==> src/rtl/snis_pkg.sv <==
// Shared types, field widths and command/status codes for the sorted node id set.
// No dependencies; every other file of the block imports this package.
package snis_pkg;

    localparam int ID_W           = 11;
    localparam int CMD_W          = 2;
    localparam int STATUS_W       = 2;
    localparam int POS_W          = 6;
    localparam int COUNT_W        = 7;
    localparam int LIST_DEPTH_DEF = 64;

    typedef logic [ID_W-1:0]     id_t;
    typedef logic [CMD_W-1:0]    cmd_t;
    typedef logic [STATUS_W-1:0] status_t;
    typedef logic [POS_W-1:0]    pos_t;
    typedef logic [COUNT_W-1:0]  count_t;

    // Command codes; the unused code behaves as a lookup.
    localparam cmd_t CMD_LOOKUP = 2'd0;
    localparam cmd_t CMD_ADD    = 2'd1;
    localparam cmd_t CMD_REMOVE = 2'd2;

    // Result status codes.
    localparam status_t ST_OK        = 2'd0;
    localparam status_t ST_FULL      = 2'd1;
    localparam status_t ST_NOT_FOUND = 2'd2;
    localparam status_t ST_INVALID   = 2'd3;

    localparam id_t ID_INVALID = 11'd0;

endpackage

==> src/rtl/snis_if.sv <==
// Valid/ready channel interfaces for command and response transactions.
// Depends on snis_pkg for the payload types.
interface snis_cmd_if;
    import snis_pkg::*;

    logic valid;
    logic ready;
    cmd_t cmd;
    id_t  node_id;

    modport source (output valid, output cmd, output node_id, input ready);
    modport sink   (input valid, input cmd, input node_id, output ready);
endinterface

interface snis_rsp_if;
    import snis_pkg::*;

    logic    valid;
    logic    ready;
    status_t status;
    logic    found;
    pos_t    position;
    count_t  entry_count;

    modport source (output valid, output status, output found, output position,
                    output entry_count, input ready);
    modport sink   (input valid, input status, input found, input position,
                    input entry_count, output ready);
endinterface

==> src/rtl/snis_cell.sv <==
// One storage cell of the identifier ring: holds one entry and loads its neighbor's.
// Depends on snis_pkg.
module snis_cell
(
    input  logic          clk,
    input  logic          shift_en,
    input  snis_pkg::id_t data_in,
    output snis_pkg::id_t data_out
);
    import snis_pkg::*;

    id_t data_reg;

    always_ff @(posedge clk)
    begin
        if (shift_en)
        begin
            data_reg <= data_in;
        end
    end

    assign data_out = data_reg;

endmodule

==> src/rtl/snis_chain.sv <==
// Row of snis_cell instances forming a shift line; the tail is fed by the controller.
// Depends on snis_pkg and snis_cell.
module snis_chain
#(
    parameter int LIST_DEPTH = snis_pkg::LIST_DEPTH_DEF
)
(
    input  logic          clk,
    input  logic          shift_en,
    input  snis_pkg::id_t tail_data,
    output snis_pkg::id_t head_data,
    output snis_pkg::id_t head_next_data
);
    import snis_pkg::*;

    id_t cell_out [LIST_DEPTH];
    id_t cell_in  [LIST_DEPTH];

    genvar i;
    generate
        for (i = 0; i < LIST_DEPTH; i++)
        begin : g_cell
            if (i == LIST_DEPTH - 1)
            begin : g_tail
                assign cell_in[i] = tail_data;
            end
            else
            begin : g_body
                assign cell_in[i] = cell_out[i+1];
            end

            snis_cell u_cell
            (
                .clk      (clk),
                .shift_en (shift_en),
                .data_in  (cell_in[i]),
                .data_out (cell_out[i])
            );
        end

        if (LIST_DEPTH > 1)
        begin : g_next
            assign head_next_data = cell_out[1];
        end
        else
        begin : g_no_next
            assign head_next_data = cell_out[0];
        end
    endgenerate

    assign head_data = cell_out[0];

endmodule

==> src/rtl/sorted_node_id_set_unit.sv <==
// Sorted node id set: keeps an ascending, duplicate-free list of up to LIST_DEPTH
// non-zero 11-bit node identifiers and runs lookup, add and remove commands on it.
// Depends on snis_pkg, snis_if, snis_chain and snis_cell.
//
// The list lives in a ring of LIST_DEPTH cells that all shift toward the head in
// every cycle of the run state. The controller looks at the head cell (and its
// neighbor) and decides what value re-enters the ring at the tail, so one full
// rotation both searches the list and, for add or remove, rewrites it with the new
// identifier slotted in or the removed one squeezed out.
// A command with identifier 0 skips the rotation. While the previous response has
// not been taken, the finished command waits in the finish state. One command is
// worked on at a time, but a new command transaction is accepted while the previous
// response still waits in the output register. Each command yields exactly one
// response transaction. Identifier 0 is rejected with the invalid status and leaves
// the list unchanged; command code 3 behaves as a lookup. Cell contents need no
// reset, since only entries below the stored count are ever compared.
module sorted_node_id_set_unit
#(
    parameter int LIST_DEPTH = snis_pkg::LIST_DEPTH_DEF
)
(
    input  logic       clk,
    input  logic       rst_n,
    snis_cmd_if.sink   req,
    snis_rsp_if.source rsp
);
    import snis_pkg::*;

    // Step counter indexes the ring; the count needs one more value (a full list).
    localparam int SW = (LIST_DEPTH > 1) ? $clog2(LIST_DEPTH) : 1;
    localparam int CW = $clog2(LIST_DEPTH + 1);

    typedef enum logic [1:0] {
        S_IDLE,
        S_RUN,
        S_FINISH
    } state_t;

    state_t          state_reg,    state_next;
    logic [SW-1:0]   step_reg,     step_next;
    logic [CW-1:0]   count_reg,    count_next;
    cmd_t            cmd_reg,      cmd_next;
    id_t             id_reg,       id_next;
    logic            invalid_reg,  invalid_next;
    logic            hit_reg,      hit_next;
    logic [SW-1:0]   pos_reg,      pos_next;
    logic            inserted_reg, inserted_next;
    logic            removing_reg, removing_next;
    id_t             hold_reg,     hold_next;

    logic            out_valid_reg,  out_valid_next;
    status_t         out_status_reg, out_status_next;
    logic            out_found_reg,  out_found_next;
    pos_t            out_pos_reg,    out_pos_next;
    count_t          out_count_reg,  out_count_next;

    logic            shift_en;
    id_t             tail_data;
    id_t             head_data;
    id_t             head_next_data;

    logic            is_add;
    logic            is_remove;
    logic            live;
    logic            can_add;
    logic            cmp_ok;
    logic            match;
    logic            slot_here;
    logic            out_free;
    logic [CW-1:0]   step_ext;
    logic [CW-1:0]   final_count;
    status_t         final_status;
    logic [SW+POS_W-1:0]   pos_wide;
    logic [CW+COUNT_W-1:0] count_wide;

    snis_chain #(.LIST_DEPTH(LIST_DEPTH)) u_chain
    (
        .clk            (clk),
        .shift_en       (shift_en),
        .tail_data      (tail_data),
        .head_data      (head_data),
        .head_next_data (head_next_data)
    );

    assign shift_en = (state_reg == S_RUN);
    assign req.ready = (state_reg == S_IDLE);
    assign out_free  = !out_valid_reg || rsp.ready;

    assign is_add    = (cmd_reg == CMD_ADD);
    assign is_remove = (cmd_reg == CMD_REMOVE);
    assign step_ext  = CW'(step_reg);
    assign live      = (step_ext < count_reg);
    assign can_add   = (count_reg < CW'(LIST_DEPTH));
    // Compare entries until the identifier is found or has been placed.
    assign cmp_ok    = live && !hit_reg && !inserted_reg;
    assign match     = cmp_ok && (head_data == id_reg);
    // Sorted place of a new identifier: first larger entry, or the end of the list.
    assign slot_here = !hit_reg && !inserted_reg &&
                       ((cmp_ok && (head_data > id_reg)) || (step_ext == count_reg));

    // Value re-entering the ring; written at step s it settles in cell s.
    always_comb
    begin
        tail_data     = head_data;
        hit_next      = hit_reg;
        pos_next      = pos_reg;
        inserted_next = inserted_reg;
        removing_next = removing_reg;
        hold_next     = hold_reg;

        if (removing_reg)
        begin
            tail_data = head_next_data;
        end
        else if (inserted_reg)
        begin
            // Entries after the new one move up by one place.
            tail_data = hold_reg;
            hold_next = head_data;
        end

        if (match)
        begin
            hit_next = 1'b1;
            pos_next = step_reg;
            if (is_remove)
            begin
                tail_data     = head_next_data;
                removing_next = 1'b1;
            end
        end
        else if (is_add && can_add && slot_here)
        begin
            tail_data     = id_reg;
            hold_next     = head_data;
            inserted_next = 1'b1;
        end
    end

    // Result of the finished command.
    always_comb
    begin
        final_count = count_reg;
        if (inserted_reg)
        begin
            final_count = count_reg + CW'(1);
        end
        else if (is_remove && hit_reg)
        begin
            final_count = count_reg - CW'(1);
        end

        if (invalid_reg)
        begin
            final_status = ST_INVALID;
        end
        else if (hit_reg || inserted_reg)
        begin
            final_status = ST_OK;
        end
        else if (is_add)
        begin
            final_status = ST_FULL;
        end
        else
        begin
            final_status = ST_NOT_FOUND;
        end
    end

    assign pos_wide   = (SW + POS_W)'(pos_reg);
    assign count_wide = (CW + COUNT_W)'(final_count);

    always_comb
    begin
        state_next      = state_reg;
        step_next       = step_reg;
        count_next      = count_reg;
        cmd_next        = cmd_reg;
        id_next         = id_reg;
        invalid_next    = invalid_reg;
        out_valid_next  = out_valid_reg;
        out_status_next = out_status_reg;
        out_found_next  = out_found_reg;
        out_pos_next    = out_pos_reg;
        out_count_next  = out_count_reg;

        if (out_valid_reg && rsp.ready)
        begin
            out_valid_next = 1'b0;
        end

        unique case (state_reg)
            S_IDLE:
            begin
                if (req.valid)
                begin
                    cmd_next     = req.cmd;
                    id_next      = req.node_id;
                    invalid_next = (req.node_id == ID_INVALID);
                    step_next    = '0;
                    state_next   = (req.node_id == ID_INVALID) ? S_FINISH : S_RUN;
                end
            end
            S_RUN:
            begin
                if (step_reg == SW'(LIST_DEPTH - 1))
                begin
                    state_next = S_FINISH;
                end
                else
                begin
                    step_next = step_reg + SW'(1);
                end
            end
            S_FINISH:
            begin
                if (out_free)
                begin
                    out_valid_next  = 1'b1;
                    out_status_next = final_status;
                    out_found_next  = hit_reg;
                    out_pos_next    = hit_reg ? pos_wide[POS_W-1:0] : '0;
                    out_count_next  = count_wide[COUNT_W-1:0];
                    count_next      = final_count;
                    state_next      = S_IDLE;
                end
            end
            default:
            begin
                state_next = S_IDLE;
            end
        endcase
    end

    always_ff @(posedge clk or negedge rst_n)
    begin
        if (!rst_n)
        begin
            state_reg      <= S_IDLE;
            step_reg       <= '0;
            count_reg      <= '0;
            cmd_reg        <= CMD_LOOKUP;
            id_reg         <= ID_INVALID;
            invalid_reg    <= 1'b0;
            hit_reg        <= 1'b0;
            pos_reg        <= '0;
            inserted_reg   <= 1'b0;
            removing_reg   <= 1'b0;
            hold_reg       <= ID_INVALID;
            out_valid_reg  <= 1'b0;
            out_status_reg <= ST_OK;
            out_found_reg  <= 1'b0;
            out_pos_reg    <= '0;
            out_count_reg  <= '0;
        end
        else
        begin
            state_reg      <= state_next;
            step_reg       <= step_next;
            count_reg      <= count_next;
            cmd_reg        <= cmd_next;
            id_reg         <= id_next;
            invalid_reg    <= invalid_next;
            out_valid_reg  <= out_valid_next;
            out_status_reg <= out_status_next;
            out_found_reg  <= out_found_next;
            out_pos_reg    <= out_pos_next;
            out_count_reg  <= out_count_next;
            if (state_reg == S_IDLE)
            begin
                // Search flags start clear for every new command.
                hit_reg      <= 1'b0;
                pos_reg      <= '0;
                inserted_reg <= 1'b0;
                removing_reg <= 1'b0;
            end
            else if (state_reg == S_RUN)
            begin
                hit_reg      <= hit_next;
                pos_reg      <= pos_next;
                inserted_reg <= inserted_next;
                removing_reg <= removing_next;
                hold_reg     <= hold_next;
            end
        end
    end

    assign rsp.valid       = out_valid_reg;
    assign rsp.status      = out_status_reg;
    assign rsp.found       = out_found_reg;
    assign rsp.position    = out_pos_reg;
    assign rsp.entry_count = out_count_reg;

endmodule
==> src/flat_wrapper.sv <==
// flat-port wrapper written by rule: the top's interface ports become plain ports
module sorted_node_id_set_unit_flat import snis_pkg::*;
#(
    parameter int LIST_DEPTH = snis_pkg::LIST_DEPTH_DEF
)
  (clk, rst_n, req_valid, req_cmd, req_node_id, req_ready, rsp_valid, rsp_status, rsp_found, rsp_position, rsp_entry_count, rsp_ready);
  snis_cmd_if req_i ();
  snis_rsp_if rsp_i ();
  input  logic clk;
  input  logic rst_n;
  input wire logic [$bits(req_i.valid)-1:0] req_valid;
  input wire logic [$bits(req_i.cmd)-1:0] req_cmd;
  input wire logic [$bits(req_i.node_id)-1:0] req_node_id;
  output wire logic [$bits(req_i.ready)-1:0] req_ready;
  output wire logic [$bits(rsp_i.valid)-1:0] rsp_valid;
  output wire logic [$bits(rsp_i.status)-1:0] rsp_status;
  output wire logic [$bits(rsp_i.found)-1:0] rsp_found;
  output wire logic [$bits(rsp_i.position)-1:0] rsp_position;
  output wire logic [$bits(rsp_i.entry_count)-1:0] rsp_entry_count;
  input wire logic [$bits(rsp_i.ready)-1:0] rsp_ready;
  assign req_i.valid = req_valid;
  assign req_i.cmd = req_cmd;
  assign req_i.node_id = req_node_id;
  assign req_ready = req_i.ready;
  assign rsp_valid = rsp_i.valid;
  assign rsp_status = rsp_i.status;
  assign rsp_found = rsp_i.found;
  assign rsp_position = rsp_i.position;
  assign rsp_entry_count = rsp_i.entry_count;
  assign rsp_i.ready = rsp_ready;
  sorted_node_id_set_unit #(.LIST_DEPTH(LIST_DEPTH)) u_core (.clk(clk), .rst_n(rst_n), .req(req_i), .rsp(rsp_i));
endmodule
==> config.mk <==
export PLATFORM = sky130hd
export DESIGN_NAME = sorted_node_id_set_unit_flat
export DESIGN_NICKNAME = d
export VERILOG_FILES = /design/src/rtl/snis_pkg.sv /design/src/rtl/snis_if.sv /design/src/rtl/snis_cell.sv /design/src/rtl/snis_chain.sv /design/src/rtl/sorted_node_id_set_unit.sv /design/src/flat_wrapper.sv
export SDC_FILE = /design/constraint.sdc
export NUM_CORES = 1
export LEC_CHECK = 0
export ABC_AREA = 1
export BUFFER_PORTS_ARGS = -buffer_cell sky130_fd_sc_hd__buf_2
export CAP_MARGIN = 20
export CELL_PAD_IN_SITES_DETAIL_PLACEMENT = 1
export CELL_PAD_IN_SITES_GLOBAL_PLACEMENT = 2
export CORE_MARGIN = 5
export CORE_UTILIZATION = 32
export CTS_BUF_LIST = sky130_fd_sc_hd__clkbuf_8
export CTS_CLUSTER_SIZE = 12
export DETAILED_ROUTE_END_ITERATION = 10
export GPL_TIMING_DRIVEN = 0
export PLACE_DENSITY_LB_ADDON = 0.1
export SLEW_MARGIN = 40
export SYNTH_ARGS = -nofsm -noshare
export SYNTH_HDL_FRONTEND = slang
export SYNTH_SLANG_ARGS = --single-unit
==> constraint.sdc <==
create_clock -name clk -period 26.4 [get_ports clk]
set_input_delay 0 -clock clk [delete_from_list [all_inputs] [get_ports clk]]
set_output_delay 0 -clock clk [all_outputs]
set_load 0.005 [all_outputs]
* Yosys cells after proc, flatten, opt, wreduce, memory -nomap -nowiden
Cells that the tools add are included.
Word-level totals: bits in registers 763, output and inout bits 18, word-level logic and storage cells 170
Operators by class: $add $sub $neg 3, $lt $le $gt $ge 3, equal/unequal tests 12, multiplexer cells 40, bitwise logic cells 1, reduce and logical (&&, ||, !) cells 32
Operators with widths (count):
- 11-bit two-way mux | 9
- 6-bit two-way mux | 6
- 3-bit AND reduction | 5
- 1-bit two-way mux | 14
- 2-bit two-way mux | 7
- 7-bit two-way mux | 2
- 6-bit one-hot mux with 2 select lines | 1
- 11-bit equality test | 1
- 11-bit greater-than comparator | 1
- 11-bit logical NOT | 1
- 1-bit logical AND | 10
- 2-bit nonzero test | 5
- 2-bit != test, second input constant | 4
- 2-bit AND reduction | 4
- 7-bit by 1-bit adder with 7-bit output, second input constant | 1
- 6-bit by 7-bit equality test with 1-bit output | 1
- 6-bit by 7-bit less-than comparator with 1-bit output | 1
- 7-bit less-than comparator, second input constant | 1
- 7-bit by 1-bit subtractor with 7-bit output, second input constant | 1
- 6-bit by 1-bit adder with 6-bit output, second input constant | 1
- 6-bit equality test, second input constant | 1
- 2-bit one-hot mux with 3 select lines | 1
- 2-bit by 1-bit equality test with 1-bit output, second input constant | 2
- 2-bit equality test, second input constant | 2
- other kinds (5) | 9

* Logic depth before layout (Yosys ltp)
depth after elaboration 11, depth in mapped cells 15, depth with buffers taken out 14

* Cells and area by module
Synthesis repeated with hierarchy kept, for this count alone.
Second synthesis, totals: cell total of the unflattened synthesis 1282, area total of the unflattened synthesis 25167.9 um^2
By module, submodules not included:
- snis_cell | instances 64, cells an instance 11, area each 330.3 um^2, sequential area each 330.3 um^2
- sorted_node_id_set_unit | instances 1, cells an instance 578, area each 4027.6 um^2, sequential area each 1476.4 um^2

* Worst setup path before layout
Ideal clock, no wire load.
kind register to register, start point register u_core.state_reg[1], end point register u_core.u_chain.g_cell[0].u_cell.data_reg[0] (enable), library setup time 0.766 ns, arrival 8.808 ns, required time 25.634 ns, setup slack 16.826 ns, stages on the path, launching flop included 5, cells stage by stage dfrtp_1 > inv_2 > nand2_1 > inv_1 > buf_2
On the way: longest elaborated chain between the ends 1
Ends and longest elaborated chain:
- from (decl) | RTL line sorted_node_id_set_unit.sv:39 | state_t state_reg, state_next;
- from (signal assigned) | RTL line sorted_node_id_set_unit.sv:259 | state_reg <= state_next;
- 2-bit by 1-bit equality test with 1-bit output | RTL line sorted_node_id_set_unit.sv:85 | assign shift_en = (state_reg == S_RUN);
- to (signal assigned) | RTL line snis_cell.sv:18 | data_reg <= data_in;
- to (decl) | RTL line snis_cell.sv:12 | id_t data_reg;
Every way passes these cells. A chain may end at the register's enable or synchronous reset.

* Final worst setup path
start point register u_core.state_reg[1], end point register u_core.u_chain.g_cell[36].u_cell.data_reg[9] (enable)
On the way: longest elaborated chain between the ends 1
Ends and longest elaborated chain (RTL line):
- 2-bit by 1-bit equality test with 1-bit output | sorted_node_id_set_unit.sv:85
- to (signal assigned) | snis_cell.sv:18
- to (decl) | snis_cell.sv:12
Every way passes these cells.

==> key figures <==
Worst setup path
  • CP Capture Type: flip-flop
  • R2r setup slk: approximately 23 ns
  • R2r worst-path depth: 7
  • WP data arrival: roughly 3.3 ns
  • Reg2reg start: u_core.state_reg[1]
  • Critical R2R Capture: u_core.u_chain.g_cell[36].u_cell.data_out[9]
  • Critical Path Source Type: flip-flop
  • Worst Path Required: ~27 ns
  • Kind of critical path: reg2reg
  • Crit Path Max Fanout: between 100 and 150

Global routing
  • Vias in the first global route: about 12000
  • Total GRT Usage: 10.2%
  • Gr ovfl total: 0
  • Largest net degree at the start of global routing: roughly 120
  • Initial antenna violation count: 1
  • First-pass GRT wire length: 68200 µm

Floorplan
  • Die area: about 84000 µm²
  • Die W: 290 µm
  • Initial Utilization: 32.4%
  • I/O Pins: 35
  • Row count: between 100 and 150
  • Die Span Y: between 200 and 300 µm
  • Core area: about 80000 µm²

Timing
  • Fmax: between 0.3 and 0.4 GHz
  • Setup TNS Final: 0 ns
  • Min Tclk post-route: a little under 3 ns
  • Setup ws final: between 20 and 25 ns
  • Layout Skew: approximately 0.025 ns
  • Final slew viol count: 0
  • Worst-Margin Slew: 0.690 ns
  • RSZ-0062 raised after global routing: false
  • Final Hold Fails: 0
  • Crit share post-route: 11.2%
  • Rel. slew slack: a little over half
  • Final count of negative-setup-slack endpoints: 0

Power
  • Max VDD drop: 0.0610 mV
  • Leakage: about 11 nW
  • PwrDens: ~140 nW/µm²

Route
  • Drt pass-1 iters: 5
  • Routed wire length per instance: around 16 µm
  • Drt initial violations: approximately 720
  • Drt drc: 0
  • Via-per-instance ratio: roughly 4.3
  • Total routed wirelength: about 43000 µm
  • Antenna-violating nets left: 0
  • Detailed-route via count: around 11000

Final layout
  • Max FFs per register: 704
  • Non-filler cells, final: between 2000 and 3000
  • Util after Layout: 38.2%
  • Area Overhead vs Synth: 18.0%
  • Layout Nets: about 1500
  • Ratio of cells with drive above 1 in the final layout: roughly 14%

Placement
  • Pre-CTS setup slack: between 20 and 25 ns
  • HPWL Detailed: approximately 22000 µm
  • Cells after DPL: roughly 2400
  • Final Wtd Congestion: between 0.7 and 0.8
  • Buffers on Ports: 34

CTS
  • Post-CTS setup buffers: 0
  • Clk_lat worst skew: between 0.7 and 0.8 ns
  • CTS H-tree depth: 4
  • CTS max path bufs: 3
  • Clock slew at reported path FFs: 0.06 ns
  • Clock Tree Root: clkbuf_8
  • CTS tree: done
  • TritonCTS buffer count: 130
  • # clock sinks: 763

Synthesis
  • Syn_area_per_cell: around 20 µm²
  • Seq/Total Area, Yosys: about nine tenths
  • Syn nets: around 1300
  • Cells after Synth: around 1300
  • Post-synthesis cell area: 25200 µm²
  • Distinct cells, synth: 31
  • Synth Register Bits: between 700 and 800
  • Yosys warnings: 0

Min path
  • Hold Path Class: in2reg
  • Hold Path Cell Cnt: 4
  • Hold_sp: req_node_id[8]
  • Hold EP: u_core.state_reg[0]

Flow run
  • MaxCap Viol Count: 0

Run status
  • Status: completed
how the worst max path moves through the flow:
| stage | from | endpoint | slack [ns] | cells after the start |
|---|---|---|---|---|
| after global placement | u_core.state_reg[1] | u_core.u_chain.g_cell[30].u_cell.data_out[2] | 13.46 | 4 |
| final | u_core.state_reg[1] | u_core.u_chain.g_cell[36].u_cell.data_out[9] | 23.46 | 7 |
| after CTS | u_core.state_reg[1] | u_core.u_chain.g_cell[23].u_cell.data_out[8] | 23.32 | 7 |
| after detailed placement | u_core.state_reg[1] | u_core.u_chain.g_cell[33].u_cell.data_out[9] | 23.33 | 7 |
| after global routing | u_core.state_reg[1] | u_core.u_chain.g_cell[36].u_cell.data_out[9] | 23.18 | 7 |
| after floorplan | u_core.state_reg[1] | u_core.u_chain.g_cell[0].u_cell.data_out[0] | 16.83 | 4 |
synth_stat cells (all sizes together):
cell,number,share of area [%]
nor4,1,0.025
clkbuf,13,0.19
o2111ai,1,0.035
nor2,42,0.72
nand3,49,0.99
ha,23,1.1
o22ai,2,0.050
xor2,4,0.14
edfxtp,704,84
nand4,15,0.37
inv,68,1.0
buf,12,0.34
dfrtp,59,5.9
o21ai,59,1.2
fa,1,0.080
or2,1,0.025
a31oi,2,0.050
a21oi,39,0.81
nand3b,1,0.030
nand2,174,2.7
nor3,10,0.24
cell families (layout without fill, tap and decap cells):
family / after synthesis / after routing / share of synthesized area (%)
flops: 763 / 763 / 89.9
xor+xnor: 4 / 4 / 0.139
other cells: 0 / 1 / 0
compound gates: 103 / 103 / 2.11
simple gates: 293 / 293 / 5.06
fa+ha+maj: 24 / 24 / 1.22
buf+inv: 93 / 409 / 1.55
metal layers:
| metal | track usage, % | share of wire [%] | routed length (µm) |
|---|---|---|---|
| met1 | 14.2 | 50 | 21500 |
| met2 | 14.5 | 43 | 18600 |
| met3 | 3.19 | 4.4 | 1920 |
| met4 | 5.06 | 2.8 | 1200 |
| met5 | 0 | 0 | 0 |
cell type report:
class                      count  area (µm²)
fill                        7644       48000
sequential                   763       22600
multi-input combinational    424        2150
clock buffer                 134        1840
tap                         1040        1300
timing repair buffer          90         880
clock inverter                92         470
inverter                      68         255
buffer                        25         150
antenna                        1        2.50
critical path, stage by stage (launching register included):
cell and delay, ns:
dfrtp_1 0.40, inv_2 0.12, nand2_1 0.15, inv_1 0.19, buf_12 0.31, buf_16 0.36
buf_16 0.45, buf_16 0.41
layout by cell type (no fill, tap or decap), drive strengths merged, types with 39 or more instances in the layout:
master,n
edfxtp,704
nand2,174
clkbuf,147
inv,122
o21ai,59
dfrtp,59
buf,55
nand3,49
dlygate4sd3,47
nor2,42
a21oi,39
stage by stage:
step | area (µm²) | power, mW | hold WS [ns]
floorplan | 25200 | 3.01 | -0.296
global placement | 26600 | 3.38 | 0.200
detailed placement | 26900 | 3.17 | -0.0893
CTS | 29700 | 4.21 | 0.0605
global route | 29700 | 4.38 | 0.112
finish | 29700 | 4.11 | 0.139
power by group:
part	switching, mW	internal (mW)	total [mW]
Combinational	0.505	0.180	0.685
Sequential	0.207	2.26	2.46
Clock	0.470	0.485	0.955
Total	1.18	2.92	4.11
repair_timing:
action | in CTS | in global routing
resized for setup | 0 | 0
hold buffers | 48 | 0
endpoints found under the hold margin | 87 | 0
(Power assumes the default switching activity.)
